[config.mk]
export PLATFORM = sky130hd
export DESIGN_NAME = smsm_ram
export DESIGN_NICKNAME = d
export VERILOG_FILES = /design/src/rtl/smsm_ram.sv
export SDC_FILE = /design/constraint.sdc
export NUM_CORES = 1
export LEC_CHECK = 0
export BUFFER_PORTS_ARGS = -buffer_cell sky130_fd_sc_hd__buf_4
export CAP_MARGIN = 20
export CORE_MARGIN = 2
export CORE_UTILIZATION = 40
export DETAILED_ROUTE_END_ITERATION = 10
export SKIP_CTS_REPAIR_TIMING = 1
export SYNTH_ARGS = -nofsm -noshare
export SYNTH_HDL_FRONTEND = slang
export SYNTH_SLANG_ARGS = --single-unit
[constraint.sdc]
create_clock -name clk -period 2.8 [get_ports clk]
set_clock_uncertainty 0.05 [all_clocks]
set_input_delay 0.28 -clock clk [delete_from_list [all_inputs] [get_ports clk]]
set_output_delay 0.28 -clock clk [all_outputs]
set_load 0.02 [all_outputs]
[src/rtl/smsm_ram.sv]
// Generic simple dual-port RAM with registered read.
module smsm_ram #(
	parameter int WIDTH = 8,
	parameter int DEPTH = 16,
	localparam int AW   = (DEPTH > 1) ? $clog2(DEPTH) : 1
) (
	input  logic             clk,
	input  logic             we,
	input  logic [AW-1:0]    waddr,
	input  logic [WIDTH-1:0] wdata,
	input  logic [AW-1:0]    raddr,
	output logic [WIDTH-1:0] rdata
);

	logic [WIDTH-1:0] mem [DEPTH];

	always_ff @(posedge clk) begin
		if (we) begin
			mem[waddr] <= wdata;
		end
		rdata <= mem[raddr];
	end

endmodule

== Word-level counts from Yosys, hierarchy flattened ==
Memory sizes are Yosys's and may differ from the RTL's. A register that Yosys moved wholly into a read port is not among the register bits.
Cells that the tools add are included.

* Bits in registers: 0
* RAM bits: 128
* Input bits: 18
* Output and inout bits: 8
* Memories kept: 1

* Multiplexer cells: 2

{| class="wikitable"
|+ Memory list
! memory !! words !! width !! rd ports !! clocked after Yosys merged registers in !! write ports !! line !! RTL
|-
| mem || 16 || 8 || 1 || 1 || 1 || 15 || <nowiki>logic [WIDTH-1:0] mem [DEPTH];</nowiki>
|}

{| class="wikitable"
|+ Operators with widths
! kind !! number
|-
| 2-to-1 mux 1 bit || 2
|}

== Depth between registers and ports, before layout ==
* Depth after elaboration: 2
* Gate-level depth with buffers: 5
* Depth with buffers taken out: 3

== Worst setup path after synthesis ==
Ideal clock, no wire load.

* Path type: input-to-reg
* Start point: in waddr[2]
* End point: mem mem[0][0], enable pin
* Setup time: 0.383 ns
* Data arrival time: 1.390 ns
* Path slack: 0.977 ns
* Stages on the path: 2
* Path buffers: 0
* Cells stage by stage: or3b_2 -> nor3_1

{| class="wikitable"
|+ RTL lines
! what !! line !! RTL
|-
| start, declared || 9 || <nowiki>input logic [AW-1:0] waddr,</nowiki>
|-
| end, declared || 15 ||
|}

No word-level cell before the write port.

== Worst setup path after layout ==
* Start point: in waddr[2]
* End point: mem mem[1][4], enable pin

No word-level cell before the write port.

==> flow_metrics.env <==
export IMPL_io_pins=26
export IMPL_clock_fmax_mhz=624
export IMPL_timing_final_crit_period_ns=1.60
export IMPL_finalNetCount=294
export IMPL_status="completed"
export IMPL_slew_headroom_pct=43.0
export IMPL_cts_tree="yes"
export IMPL_yosys_area_share_simple_pct=3.18
export IMPL_ys_ff_latch=136
export IMPL_wire_per_inst_um=20.7
export IMPL_leakage_nw=2.08
export IMPL_portBuffers=25
export IMPL_setup_tns_ns=0
export IMPL_finalMaxSlewViolations=0
export IMPL_synth_cell_types=19
export IMPL_synth_cells=229
export IMPL_cts_root_buf="clkbuf_16"
export IMPL_fillCellCount=1004
export IMPL_synth_top_area_share_pct=74.7
export IMPL_worstPathMaxFanout=8
export IMPL_syn_area_per_cell_um2=22.5
export IMPL_irDropWorstVdd_uv=465
export IMPL_setup_ws_ns=1.20
export IMPL_grt_overflow_total=0
export IMPL_async_flop_share_pct=0
export IMPL_detail_route_antenna_nets=0
export IMPL_clk_latency_ns=0.41
export IMPL_rsz0062_at_grt="false"
export IMPL_numCtsBuffers=17
export IMPL_finalWirelength_um=9560
export IMPL_design_area_um2=6170
export IMPL_p_per_area_nw_per_um2=775
export IMPL_synth_top_area_cell="edfxtp_1"
export IMPL_h_tree_depth=4
export IMPL_fp_dieH_um=117
export IMPL_synth_edf_count=128
export IMPL_syn_nets=247
export IMPL_first_pass_iters=4
export IMPL_synthMuxAreaShare_pct=15.0
export IMPL_routabilityCongestion=0.697
export IMPL_worstSetupStartpointType="primary input"
export IMPL_num_rows=41
export IMPL_arrival_ns=1.59
export IMPL_synth_seq_area_share_pct=77.8
export IMPL_ys_top_cells_by_count="edfxtp_1, mux4_2, a22oi_1"
export IMPL_drc=0
export IMPL_grt_pass1_vias=2359
export IMPL_grt_pass1_wl_um=14700
export IMPL_dp_hpwl_um=5830
export IMPL_ys_flop_type="edfxtp_1"
export IMPL_fin_crit_sh_pct=57.2
export IMPL_critPathRequiredTime_ns=2.78
export IMPL_clk_pin_slew_ns=0.06
export IMPL_regArea_um2=4000
export IMPL_via_per_inst=5.12
export IMPL_finalSetupViolCount=0
export IMPL_grt_start_max_net_pins=33
export IMPL_worstPathCellList="buf_4 > or3b_2 > nor2_1"
export IMPL_tightest_slew_ns=0.852
export IMPL_synthAdderAreaFrac_pct=0
export IMPL_place_area_um2=5560
export IMPL_dieArea_um2=13800
export IMPL_syn_cell_area_um2=5150
export IMPL_clock_sinks=136
export IMPL_slowest_stage="nor2_1"
export IMPL_num_vias=2361
export IMPL_grt_antenna_before_repair=0
export IMPL_core_area_um2=12600
export IMPL_path_buf_inv=1
export IMPL_initial_core_util_pct=41.0
export IMPL_synth_top_family_by_area="multiplexers"
export IMPL_n_antenna_cell=0
export IMPL_area_delta_synth_final_pct=19.8
export IMPL_die_w_um=117
export IMPL_cap_violations=0
export IMPL_grtUsageTotal_pct=15.0
export IMPL_dpl_worst_slack_ns=0.716
export IMPL_multi_input_area_um2=1060
export IMPL_synth_most_common_cell="edfxtp_1"
export IMPL_critPathTopFamily="simple AND/OR/NAND/NOR gates"
export IMPL_crit_path_max_incr_delay_ns=0.67
export IMPL_critPathCaptureType="flip-flop"
export IMPL_yosysWarnings=0
export IMPL_min_path_type="in -> reg"
export IMPL_drive_gt1_share_pct=28.7
export IMPL_synth_compound_area_share_pct=2.33
export IMPL_clockBufferDepth=2
export IMPL_finalHoldViolCount=0
export IMPL_synth_area_leaders="edfxtp_1, mux4_2, mux4_1, dfxtp_1, a22oi_1"
export IMPL_synth_xor_area_share_pct=0
export IMPL_crit_type="in -> reg"
export IMPL_drt_iter0_drc=257
cells in the final DEF (no fill, tap or decap), drive strengths merged:
master	n
clkinvlp	1
mux4	32
a22oi	16
nor3	4
or3b	1
and2b	1
nor2	13
nand2	9
nand3b	2
clkinv	5
nor2b	1
edfxtp	128
dfxtp	8
buf	38
bufinv	4
clkbuf	22
and2	1
nand3	1
nand2b	2
per-stage QoR:
step	std cells	hold WS, ns	utilization, %	power, W
2_1_floorplan	229	0.329	-	0.00246
3_3_place_gp	429	0.533	44.3	0.00256
3_5_place_dp	429	0.555	44.3	0.00257
4_1_cts	461	0.122	49.1	0.00482
5_1_grt	461	0.143	49.1	0.00491
6_report	461	0.131	49.1	0.00478
layout make-up:
class	instances	share of cell area, %
sequential	136	64.9
multi-input combinational	83	17.1
clock buffer	22	7.37
timing repair buffer	38	4.63
tap	172	3.49
clock inverter	10	2.44
worst reg2reg max path, cell delays in order, from the launching register on:
cell	delay (ns)
edfxtp_1	0.37
mux4_1	0.50
a22oi_1	0.30
nand2_1	0.09
cell families after synthesis:
family,Yosys count
muxes,32
AOI/OAI and AO/OA,16
and+or+nand+nor,35
buffers and inverters,10
DFF,136
state kept, by name, summed over array words and instances, names as in the netlist:
| name | cells |
|---|---|
| mem | 128 |
| rdata | 8 |
routing by layer:
metal	track usage [%]	share of wire, %	vias to the layer above
met1	20.0	46	1231
met4	6.55	1.5	0
met3	4.38	3.3	10
met5	0	0	-
li1	-	-	1068
met2	23.2	49	52
report_power, final:
group          switching, W  internal (W)
clock network      0.000758       0.00150
registers         0.0000152       0.00228
logic              0.000129     0.0000987
total              0.000902       0.00388
worst paths after layout:
| check | endpoint | depth (start not counted) | slack (ns) | startpoint |
|---|---|---|---|---|
| hold reg to reg | rdata[6]$_DFF_P_ | 3 | 0.63 | mem[14][6]$_DFFE_PP_ |
| setup reg to reg | rdata[2]$_DFF_P_ | 3 | 1.38 | mem[2][2]$_DFFE_PP_ |
| hold / removal | mem[7][7]$_DFFE_PP_ | 1 | 0.13 | wdata[7] |
| setup / recovery | mem[1][4]$_DFFE_PP_ | 3 | 1.20 | waddr[2] |
Power figures use the tool's default switching activity.
